### config.mk
export PLATFORM = sky130hd
export DESIGN_NAME = averaged_temperature_damper_control_core
export DESIGN_NICKNAME = d
export VERILOG_FILES = /design/src/rtl/atdc_pkg.sv /design/src/rtl/averaged_temperature_damper_control_core.sv /design/src/rtl/atdc_ram.sv /design/src/rtl/atdc_ctrl.sv /design/src/rtl/atdc_datapath.sv
export SDC_FILE = /design/constraint.sdc
export NUM_CORES = 2
export LEC_CHECK = 0
export ABC_AREA = 1
export BUFFER_PORTS_ARGS = -buffer_cell sky130_fd_sc_hd__buf_2
export CELL_PAD_IN_SITES_DETAIL_PLACEMENT = 0
export CELL_PAD_IN_SITES_GLOBAL_PLACEMENT = 1
export CORE_MARGIN = 1
export CORE_UTILIZATION = 45
export CTS_CLUSTER_SIZE = 30
export DETAILED_ROUTE_END_ITERATION = 10
export HOLD_SLACK_MARGIN = 0.02
export PLACE_DENSITY = 0.75
export SLEW_MARGIN = 15
export SYNTH_ARGS = -nofsm -noshare
export SYNTH_HDL_FRONTEND = slang
export SYNTH_SLANG_ARGS = --single-unit
### constraint.sdc
create_clock -name i_clk -period 11.2 [get_ports i_clk]
set_input_delay 2.24 -clock i_clk [delete_from_list [all_inputs] [get_ports i_clk]]
set_output_delay 2.24 -clock i_clk [all_outputs]
set_load 0.005 [all_outputs]
### src/rtl/atdc_pkg.sv
// Shared types and constants for the averaged temperature damper control block.
// Used by the controller, datapath, top level and checker; depends on nothing.
package atdc_pkg;

    // Fixed field widths
    localparam int TEMP_W  = 16;
    localparam int BAND_W  = 3;
    localparam int LEVER_W = 16;
    localparam int DELTA_W = 17;
    localparam int STEPS_W = 14;
    localparam int SCALE_W = 16;

    // Volts-to-centi-degree scale: 3300 mV * 10 centi-degrees per mV
    localparam logic [SCALE_W-1:0] CENTI_SCALE = 16'd33000;

    // Register indexes (byte address / 4)
    localparam int REG_IDX_W = 3;
    localparam logic [REG_IDX_W-1:0] REG_THR1  = 3'd0;
    localparam logic [REG_IDX_W-1:0] REG_THR2  = 3'd1;
    localparam logic [REG_IDX_W-1:0] REG_THR3  = 3'd2;
    localparam logic [REG_IDX_W-1:0] REG_THR4  = 3'd3;
    localparam logic [REG_IDX_W-1:0] REG_STEPS = 3'd4;

    localparam logic [TEMP_W-1:0]  THR1_RESET  = 16'd7500;
    localparam logic [TEMP_W-1:0]  THR2_RESET  = 16'd7700;
    localparam logic [TEMP_W-1:0]  THR3_RESET  = 16'd7900;
    localparam logic [TEMP_W-1:0]  THR4_RESET  = 16'd8000;
    localparam logic [STEPS_W-1:0] STEPS_RESET = 14'd1536;

    // Band codes
    localparam logic [BAND_W-1:0] BAND_0 = 3'd0;
    localparam logic [BAND_W-1:0] BAND_1 = 3'd1;
    localparam logic [BAND_W-1:0] BAND_2 = 3'd2;
    localparam logic [BAND_W-1:0] BAND_3 = 3'd3;
    localparam logic [BAND_W-1:0] BAND_4 = 3'd4;

    typedef enum logic [2:0] {
        ST_IDLE,
        ST_ACC,
        ST_MUL,
        ST_DIV_INIT,
        ST_DIV,
        ST_DECIDE,
        ST_OUT
    } t_state;

    typedef struct packed {
        logic cap;
        logic acc;
        logic mul;
        logic div_init;
        logic div_step;
        logic decide;
        logic load;
    } t_dp_cmd;

    typedef struct packed {
        logic div_last;
        logic out_free;
    } t_dp_sts;

    typedef struct packed {
        logic [TEMP_W-1:0]  thr1;
        logic [TEMP_W-1:0]  thr2;
        logic [TEMP_W-1:0]  thr3;
        logic [TEMP_W-1:0]  thr4;
        logic [STEPS_W-1:0] steps;
    } t_cfg;

endpackage

### src/rtl/averaged_temperature_damper_control_core.sv
// Top level of the averaged temperature damper control block: register file,
// controller and datapath. Depends on atdc_pkg, atdc_ctrl, atdc_datapath.
//
// Usage:
//   Input channel (i_valid / o_stall) carries one converter code and the
//   adjust flag; a transaction completes when i_valid is high and o_stall low.
//   Output channel (o_valid / i_stall) carries one result per input item:
//   windowed mean in centi-degrees, band, lever target, signed step delta and
//   the moved flag.
//   An accepted item is accumulated, scaled, divided and banded, then loaded
//   into the output register. DIV_W = SUM_W + 16 - ADC_BITS is the dividend
//   width of the serial divider (22 at the defaults). One item is in flight at
//   a time; the serial divider by the fill count, one quotient bit per cycle,
//   bounds the rate at which new items are taken.
//   A finished result sits in the output register; the next item is taken
//   while it waits. If the receiver stalls, the result holds and the block
//   stops before loading the next one.
//   Reset (synchronous, active low) empties the sample window, zeroes the
//   sum and the lever position and restores the register defaults; no
//   clearing pass is needed. Registers sit at byte address 4*i on the APB
//   port and should be written only while the block is idle.
module averaged_temperature_damper_control_core #(
    parameter int WINDOW   = 60,
    parameter int ADC_BITS = 12
) (
    input  logic                                i_clk,
    input  logic                                i_rst_n,
    input  logic                                i_valid,
    output logic                                o_stall,
    input  logic [ADC_BITS-1:0]                 i_adc_sample,
    input  logic                                i_adjust_enable,
    output logic                                o_valid,
    input  logic                                i_stall,
    output logic [atdc_pkg::TEMP_W-1:0]         o_avg_temp_centi,
    output logic [atdc_pkg::BAND_W-1:0]         o_band,
    output logic [atdc_pkg::LEVER_W-1:0]        o_lever_target,
    output logic signed [atdc_pkg::DELTA_W-1:0] o_step_delta,
    output logic                                o_lever_moved,
    input  logic                                psel,
    input  logic                                penable,
    input  logic                                pwrite,
    input  logic [4:0]                          paddr,
    input  logic [31:0]                         pwdata,
    output logic [31:0]                         prdata,
    output logic                                pready
);

    atdc_pkg::t_cfg    r_cfg;
    atdc_pkg::t_dp_cmd cmd;
    atdc_pkg::t_dp_sts sts;
    logic              ready;
    logic              cfg_wr;
    logic [atdc_pkg::REG_IDX_W-1:0] reg_idx;

    assign pready  = 1'b1;
    assign cfg_wr  = psel && penable && pwrite && pready;
    assign reg_idx = paddr[4:2];

    always_ff @(posedge i_clk) begin
        if (!i_rst_n) begin
            r_cfg.thr1  <= atdc_pkg::THR1_RESET;
            r_cfg.thr2  <= atdc_pkg::THR2_RESET;
            r_cfg.thr3  <= atdc_pkg::THR3_RESET;
            r_cfg.thr4  <= atdc_pkg::THR4_RESET;
            r_cfg.steps <= atdc_pkg::STEPS_RESET;
        end else if (cfg_wr) begin
            case (reg_idx)
                atdc_pkg::REG_THR1:  r_cfg.thr1  <= pwdata[atdc_pkg::TEMP_W-1:0];
                atdc_pkg::REG_THR2:  r_cfg.thr2  <= pwdata[atdc_pkg::TEMP_W-1:0];
                atdc_pkg::REG_THR3:  r_cfg.thr3  <= pwdata[atdc_pkg::TEMP_W-1:0];
                atdc_pkg::REG_THR4:  r_cfg.thr4  <= pwdata[atdc_pkg::TEMP_W-1:0];
                atdc_pkg::REG_STEPS: r_cfg.steps <= pwdata[atdc_pkg::STEPS_W-1:0];
                default: ;  // drop writes beyond the register list
            endcase
        end
    end

    always_comb begin
        case (reg_idx)
            atdc_pkg::REG_THR1:  prdata = 32'(r_cfg.thr1);
            atdc_pkg::REG_THR2:  prdata = 32'(r_cfg.thr2);
            atdc_pkg::REG_THR3:  prdata = 32'(r_cfg.thr3);
            atdc_pkg::REG_THR4:  prdata = 32'(r_cfg.thr4);
            atdc_pkg::REG_STEPS: prdata = 32'(r_cfg.steps);
            default:             prdata = '0;
        endcase
    end

    atdc_ctrl u_ctrl (
        .i_clk   (i_clk),
        .i_rst_n (i_rst_n),
        .i_valid (i_valid),
        .i_sts   (sts),
        .o_cmd   (cmd),
        .o_ready (ready)
    );

    assign o_stall = !ready;

    atdc_datapath #(
        .WINDOW   (WINDOW),
        .ADC_BITS (ADC_BITS)
    ) u_dp (
        .i_clk            (i_clk),
        .i_rst_n          (i_rst_n),
        .i_cmd            (cmd),
        .o_sts            (sts),
        .i_cfg            (r_cfg),
        .i_adc_sample     (i_adc_sample),
        .i_adjust_enable  (i_adjust_enable),
        .i_stall          (i_stall),
        .o_valid          (o_valid),
        .o_avg_temp_centi (o_avg_temp_centi),
        .o_band           (o_band),
        .o_lever_target   (o_lever_target),
        .o_step_delta     (o_step_delta),
        .o_lever_moved    (o_lever_moved)
    );

endmodule

### src/rtl/atdc_ram.sv
// Generic single-write, single-read RAM with registered read data.
// Standalone; no package dependency.
module atdc_ram #(
    parameter int WIDTH = 12,
    parameter int DEPTH = 60,
    localparam int AW = (DEPTH > 1) ? $clog2(DEPTH) : 1
) (
    input  logic             i_clk,
    input  logic             i_we,
    input  logic [AW-1:0]    i_waddr,
    input  logic [WIDTH-1:0] i_wdata,
    input  logic             i_re,
    input  logic [AW-1:0]    i_raddr,
    output logic [WIDTH-1:0] o_rdata
);

    logic [WIDTH-1:0] r_mem [DEPTH];
    logic [WIDTH-1:0] r_rdata;

    always_ff @(posedge i_clk) begin
        if (i_we) begin
            r_mem[i_waddr] <= i_wdata;
        end
        if (i_re) begin
            r_rdata <= r_mem[i_raddr];
        end
    end

    assign o_rdata = r_rdata;

endmodule

### src/rtl/atdc_ctrl.sv
// Sequencing state machine for the damper control block.
// Depends on atdc_pkg for the state type and the command/status structs.
module atdc_ctrl (
    input  logic               i_clk,
    input  logic               i_rst_n,
    input  logic               i_valid,
    input  atdc_pkg::t_dp_sts  i_sts,
    output atdc_pkg::t_dp_cmd  o_cmd,
    output logic               o_ready
);

    atdc_pkg::t_state r_state;
    atdc_pkg::t_state n_state;

    always_ff @(posedge i_clk) begin
        if (!i_rst_n) begin
            r_state <= atdc_pkg::ST_IDLE;
        end else begin
            r_state <= n_state;
        end
    end

    always_comb begin
        n_state = r_state;
        case (r_state)
            atdc_pkg::ST_IDLE: begin
                if (i_valid) begin
                    n_state = atdc_pkg::ST_ACC;
                end
            end
            atdc_pkg::ST_ACC:      n_state = atdc_pkg::ST_MUL;
            atdc_pkg::ST_MUL:      n_state = atdc_pkg::ST_DIV_INIT;
            atdc_pkg::ST_DIV_INIT: n_state = atdc_pkg::ST_DIV;
            atdc_pkg::ST_DIV: begin
                if (i_sts.div_last) begin
                    n_state = atdc_pkg::ST_DECIDE;
                end
            end
            atdc_pkg::ST_DECIDE:   n_state = atdc_pkg::ST_OUT;
            atdc_pkg::ST_OUT: begin
                if (i_sts.out_free) begin
                    n_state = atdc_pkg::ST_IDLE;
                end
            end
            default:               n_state = atdc_pkg::ST_IDLE;
        endcase
    end

    always_comb begin
        o_cmd   = '0;
        o_ready = 1'b0;
        case (r_state)
            atdc_pkg::ST_IDLE: begin
                o_ready   = 1'b1;
                o_cmd.cap = i_valid;
            end
            atdc_pkg::ST_ACC:      o_cmd.acc      = 1'b1;
            atdc_pkg::ST_MUL:      o_cmd.mul      = 1'b1;
            atdc_pkg::ST_DIV_INIT: o_cmd.div_init = 1'b1;
            atdc_pkg::ST_DIV:      o_cmd.div_step = 1'b1;
            atdc_pkg::ST_DECIDE:   o_cmd.decide   = 1'b1;
            atdc_pkg::ST_OUT:      o_cmd.load     = i_sts.out_free;
            default: begin
                o_cmd   = '0;
                o_ready = 1'b0;
            end
        endcase
    end

endmodule

### src/rtl/atdc_datapath.sv
// Datapath: sample ring and running sum, scale multiply, serial divider by the
// fill count, band pick and lever tracking, output register. Uses atdc_pkg, atdc_ram.
module atdc_datapath #(
    parameter int WINDOW   = 60,
    parameter int ADC_BITS = 12
) (
    input  logic                                i_clk,
    input  logic                                i_rst_n,
    input  atdc_pkg::t_dp_cmd                   i_cmd,
    output atdc_pkg::t_dp_sts                   o_sts,
    input  atdc_pkg::t_cfg                      i_cfg,
    input  logic [ADC_BITS-1:0]                 i_adc_sample,
    input  logic                                i_adjust_enable,
    input  logic                                i_stall,
    output logic                                o_valid,
    output logic [atdc_pkg::TEMP_W-1:0]         o_avg_temp_centi,
    output logic [atdc_pkg::BAND_W-1:0]         o_band,
    output logic [atdc_pkg::LEVER_W-1:0]        o_lever_target,
    output logic signed [atdc_pkg::DELTA_W-1:0] o_step_delta,
    output logic                                o_lever_moved
);

    localparam int SLOT_W = (WINDOW > 1) ? $clog2(WINDOW) : 1;
    localparam int FILL_W = $clog2(WINDOW + 1);
    localparam int SUM_W  = $clog2(WINDOW * ((2 ** ADC_BITS) - 1) + 1);
    localparam int PROD_W = SUM_W + atdc_pkg::SCALE_W;
    localparam int DIV_W  = PROD_W - ADC_BITS;
    localparam int CNT_W  = $clog2(DIV_W);
    localparam int TGT_W  = atdc_pkg::BAND_W + atdc_pkg::STEPS_W;

    logic [ADC_BITS-1:0] r_sample;
    logic                r_adjust;
    logic [SLOT_W-1:0]   r_slot;
    logic [FILL_W-1:0]   r_fill;
    logic [SUM_W-1:0]    r_sum;
    logic [PROD_W-1:0]   r_prod;
    logic [DIV_W-1:0]    r_dvd;
    logic [FILL_W-1:0]   r_rem;
    logic [CNT_W-1:0]    r_cnt;
    logic [atdc_pkg::LEVER_W-1:0] r_pos;

    logic [atdc_pkg::TEMP_W-1:0]         r_res_avg;
    logic [atdc_pkg::BAND_W-1:0]         r_res_band;
    logic [atdc_pkg::LEVER_W-1:0]        r_res_target;
    logic signed [atdc_pkg::DELTA_W-1:0] r_res_delta;
    logic                                r_res_moved;

    logic                                r_o_valid;
    logic [atdc_pkg::TEMP_W-1:0]         r_o_avg;
    logic [atdc_pkg::BAND_W-1:0]         r_o_band;
    logic [atdc_pkg::LEVER_W-1:0]        r_o_target;
    logic signed [atdc_pkg::DELTA_W-1:0] r_o_delta;
    logic                                r_o_moved;

    logic [ADC_BITS-1:0] ram_rdata;
    logic [ADC_BITS-1:0] old_sample;
    logic                window_full;

    atdc_ram #(
        .WIDTH (ADC_BITS),
        .DEPTH (WINDOW)
    ) u_ring (
        .i_clk   (i_clk),
        .i_we    (i_cmd.acc),
        .i_waddr (r_slot),
        .i_wdata (r_sample),
        .i_re    (i_cmd.cap),
        .i_raddr (r_slot),
        .o_rdata (ram_rdata)
    );

    // Until the window is full the outgoing sample counts as zero
    assign window_full = (r_fill == FILL_W'(WINDOW));
    assign old_sample  = window_full ? ram_rdata : '0;

    // Divider step: restoring, one quotient bit per cycle
    logic [FILL_W:0]   rem_sh;
    logic              rem_ge;
    logic [FILL_W:0]   rem_diff;
    logic [FILL_W-1:0] n_rem;

    assign rem_sh   = {r_rem, r_dvd[DIV_W-1]};
    assign rem_ge   = (rem_sh >= {1'b0, r_fill});
    assign rem_diff = rem_sh - {1'b0, r_fill};
    assign n_rem    = rem_ge ? rem_diff[FILL_W-1:0] : rem_sh[FILL_W-1:0];

    // Band pick and lever target
    logic [atdc_pkg::TEMP_W-1:0]         avg;
    logic [atdc_pkg::BAND_W-1:0]         band_pick;
    logic [TGT_W-1:0]                    target_full;
    logic [atdc_pkg::LEVER_W-1:0]        target;
    logic signed [atdc_pkg::DELTA_W-1:0] delta;

    assign avg = r_dvd[atdc_pkg::TEMP_W-1:0];

    always_comb begin
        if (avg < i_cfg.thr1) begin
            band_pick = atdc_pkg::BAND_0;
        end else if (avg < i_cfg.thr2) begin
            band_pick = atdc_pkg::BAND_1;
        end else if (avg < i_cfg.thr3) begin
            band_pick = atdc_pkg::BAND_2;
        end else if (avg < i_cfg.thr4) begin
            band_pick = atdc_pkg::BAND_3;
        end else begin
            band_pick = atdc_pkg::BAND_4;
        end
    end

    assign target_full = TGT_W'(band_pick) * TGT_W'(i_cfg.steps);
    assign target      = target_full[atdc_pkg::LEVER_W-1:0];
    assign delta       = $signed({1'b0, target}) - $signed({1'b0, r_pos});

    // Control state
    always_ff @(posedge i_clk) begin
        if (!i_rst_n) begin
            r_slot    <= '0;
            r_fill    <= '0;
            r_sum     <= '0;
            r_pos     <= '0;
            r_o_valid <= 1'b0;
        end else begin
            if (i_cmd.acc) begin
                r_sum <= r_sum - SUM_W'(old_sample) + SUM_W'(r_sample);
                if (r_slot == SLOT_W'(WINDOW - 1)) begin
                    r_slot <= '0;
                end else begin
                    r_slot <= r_slot + 1'b1;
                end
                if (!window_full) begin
                    r_fill <= r_fill + 1'b1;
                end
            end
            if (i_cmd.decide && r_adjust) begin
                r_pos <= target;
            end
            if (i_cmd.load) begin
                r_o_valid <= 1'b1;
            end else if (!i_stall) begin
                r_o_valid <= 1'b0;
            end
        end
    end

    // Payload
    always_ff @(posedge i_clk) begin
        if (i_cmd.cap) begin
            r_sample <= i_adc_sample;
            r_adjust <= i_adjust_enable;
        end
        if (i_cmd.mul) begin
            r_prod <= PROD_W'(r_sum) * PROD_W'(atdc_pkg::CENTI_SCALE);
        end
        if (i_cmd.div_init) begin
            // Divide by 2^ADC_BITS as a shift, then by the fill count
            r_dvd <= r_prod[PROD_W-1:ADC_BITS];
            r_rem <= '0;
            r_cnt <= '0;
        end else if (i_cmd.div_step) begin
            r_dvd <= {r_dvd[DIV_W-2:0], rem_ge};
            r_rem <= n_rem;
            r_cnt <= r_cnt + 1'b1;
        end
        if (i_cmd.decide) begin
            r_res_avg <= avg;
            if (r_adjust) begin
                r_res_band   <= band_pick;
                r_res_target <= target;
                r_res_delta  <= delta;
                r_res_moved  <= (target != r_pos);
            end else begin
                r_res_band   <= atdc_pkg::BAND_0;
                r_res_target <= r_pos;
                r_res_delta  <= '0;
                r_res_moved  <= 1'b0;
            end
        end
        if (i_cmd.load) begin
            r_o_avg    <= r_res_avg;
            r_o_band   <= r_res_band;
            r_o_target <= r_res_target;
            r_o_delta  <= r_res_delta;
            r_o_moved  <= r_res_moved;
        end
    end

    assign o_sts.div_last = (r_cnt == CNT_W'(DIV_W - 1));
    assign o_sts.out_free = !r_o_valid || !i_stall;

    assign o_valid          = r_o_valid;
    assign o_avg_temp_centi = r_o_avg;
    assign o_band           = r_o_band;
    assign o_lever_target   = r_o_target;
    assign o_step_delta     = r_o_delta;
    assign o_lever_moved    = r_o_moved;

endmodule

==> metrics.txt <==
Leak=19.8 nW; Slew @ Worst Pin=approximately 1.2 ns; vias in the first global route=28.5k; DR vias/cell=5.37; DR vias=29.6k; Seq/Total Area, Yosys=64.7%; f_max=158 MHz; drt first pass iters=7; all-layer global routing usage=22.2%; boundary pin count=around 150; Die W=321 um; final setup vio count=0; setup tns final=0 ns; area leader, netlist=edfxtp_1; M2 GR Usage=38.5%; crit path time final=around 6.3 ns; pwr/cell area=around 180 nW/um^2; DR WL/cell=20.7 um; Fin. Hold Viols=0; Routed Wire Length=114 mm; Reg clk slew, reported paths=0.05 ns; Clk Latency, worst-skew pair=0.72 ns; status=complete, no violations; Initial Utilization=45.6%; Synthesis Warnings=0; Synth top area share=58.6%; Core Util, Final=roughly half; GR Util met3=3.22%; reg-to-reg slack, setup=5.01 ns; Die Area=slightly above 100000 sq um; hold_sp=u_dp.r_res_target[11]$_DFFE_PP_; CTS tree=built; Setup crit start kind=input pin; synthesized cell area=roughly 46000 sq um; hold path depth=0; synth top area cells=edfxtp_1 (59%), dfxtp_1 (6.1%), nand2_1 (5.9%); synthesized flop and latch total=1034; Max IR drop VDD=approximately 0.00016 V; largest net degree at the start of global routing=75; final slew viol count=0; top_reg_cell synth=edfxtp_1; Worst Skew=0.0650 ns; Max Buffers Root-to-Sink=3; Port-buffer cells=roughly 110; worst min path class=reg -> reg; setup bufs post-CTS=0; WHS Endpoint=u_dp.o_lever_target[11]$_DFFE_PP_; Arr. time, crit path=4.09 ns; # H-tree levels=3; r2r startpoint=u_dp.r_dvd[11]$_DFFE_PP_; Worst Path Required=8.96 ns; Synth cell types=55; ant diodes=0; drt initial violations=approximately 2.6k; slew margin rel.=between 20% and 30%; Resize count post-CTS=0; RSZ-0062 raised after global routing=no; Post-DRT Antenna Nets=0; Critical Path Sink Type=primary output; gp weighted congestion=0.840; post-place setup slack=4.84 ns; Inserted Clock Buffers=about 100; most used routing layer=met2; DP Cell Count=5315; Synth Area per Inst=11.8 sq um; antenna violations before repair=1; Post-synth EDFFs=approximately 900; met1 usage=28.4%; row count=116; setup ws final=4.87 ns; R2R Path End=u_dp.r_res_delta[15]$_SDFFCE_PN0P_; Final Power=9.48 mW; Post-DP HPWL=72.0 mm; share of cells above drive strength 1=a little under 10%; non-filler cells, final=5507; max-cap viol count=0; Core ar.=101000 sq um; Layout Nets=4389; Post-synth ARST share=0%; Fill cells=8782; worst r2r path cells=28; DRC Markers=0; first-pass GRT wire length=172 mm; die height=321 um; CP Class=in -> out; Hold-fix buffers, CTS=0; Syn Inst Count=~3.9k; total global routing overflow=0; CP Max Fanout=14; Root Driver=clkbuf_16; period utilization=between 50% and 60%; clock sink count=1034; area grow syn2layout=12.8%
## flip-flops by register name (all words and copies together), names as in the netlist, 5 cells and up
register / flops
u_dp.r_rem: 6
u_dp.u_ring.o_rdata: 12
u_dp.o_lever_target: 16
u_dp.o_avg_temp_centi: 16
u_dp.r_res_target: 16
u_dp.r_cnt: 5
u_dp.r_res_delta: 17
u_dp.r_dvd: 22
u_dp.r_sample: 12
r_cfg: 78
u_dp.r_prod: 22
u_dp.r_pos: 16
u_dp.r_fill: 6
u_dp.o_step_delta: 17
u_dp.r_res_avg: 16
u_dp.r_sum: 18
u_dp.r_slot: 6
u_dp.u_ring.r_mem: 720
## layout make-up
type                    count  area [sq um]  area share [%]
well taps                1357          1700            3.28
repair buffers            216          1370            2.65
inverters                 453          1700            3.29
multi-input cells        2256         13900            26.9
flip-flops and latches   1034         29700            57.3
clock buffers             130          2750            5.32
clock inverters            61           669            1.29
## critical path, stage by stage
cell and delay [ns]:
buf_2 0.11, inv_1 0.05, nor3_1 0.50, inv_1 0.44
o22ai_1 0.29, a221oi_1 0.11, o21ai_0 0.18, buf_2 0.18
## cell usage in the layout (no fill, tap or decap), types with 6 or more instances in the layout
| master | instances |
|---|---|
| a21oi_1 | 228 |
| a221oi_1 | 69 |
| a22o_1 | 28 |
| a22oi_1 | 95 |
| a31oi_1 | 9 |
| buf_2 | 109 |
| buf_4 | 106 |
| bufinv_16 | 10 |
| clkbuf_1 | 22 |
| clkbuf_16 | 105 |
| clkinv_1 | 27 |
| clkinv_2 | 15 |
| conb_1 | 17 |
| dfxtp_1 | 139 |
| edfxtp_1 | 895 |
| fa_1 | 67 |
| ha_1 | 200 |
| inv_1 | 434 |
| inv_2 | 14 |
| nand2_1 | 720 |
| nand3_1 | 72 |
| nand4_1 | 98 |
| nor2_1 | 218 |
| nor2_4 | 6 |
| nor3_1 | 19 |
| o211ai_1 | 35 |
| o21a_1 | 7 |
| o21ai_0 | 223 |
| o21ai_1 | 11 |
| o22ai_1 | 29 |
| xnor2_1 | 14 |
| xor2_1 | 33 |
## kinds of logic after synthesis
group | share of synthesized area (%)
flops | 64.7
fa+ha+maj | 8.38
other cells | 0.0164
compound gates | 10.3
buf+inv | 5.30
xor+xnor | 0.898
simple gates | 10.4
## cells in the mapped netlist (67+ instances only)
master      n
edfxtp_1  895
nand2_1   720
inv_1     434
a21oi_1   228
nor2_1    226
o21ai_0   223
ha_1      200
dfxtp_1   139
nand4_1    98
a22oi_1    95
clkbuf_1   75
nand3_1    72
a221oi_1   69
fa_1       67
## layer usage
metal / wire [um] / up-vias
li1: - / 14130
met1: 47200 / 14272
met2: 56300 / 943
met3: 6970 / 209
met4: 3510 / 0
met5: 0 / -
## where the power goes
part	switching [mW]	total [mW]	internal [mW]
clock network	1.48	3.46	1.98
registers	0.0735	4.41	4.34
logic	1.06	1.61	0.549
## how the worst max path moves through the flow
stage,cells after the start,slack [ns],endpoint,start
final,8,4.87,prdata[6],paddr[3]
after global routing,28,4.54,u_dp.r_res_delta[15]$_SDFFCE_PN0P_,u_dp.r_dvd[11]$_DFFE_PP_
after detailed placement,8,4.84,prdata[6],paddr[3]
after CTS,8,4.84,prdata[6],paddr[3]
after floorplan,7,5.77,prdata[4],paddr[3]
after global placement,8,4.88,prdata[6],paddr[3]
## metrics by stage
stage | hold WS [ns] | area [sq um]
after global placement | 0.401 | 48300
after CTS | 0.416 | 51700
final | 0.415 | 51700
after global routing | 0.422 | 51700
after floorplan | 0.400 | 45900
after detailed placement | 0.405 | 48300
Power figures use the tool's default switching activity.
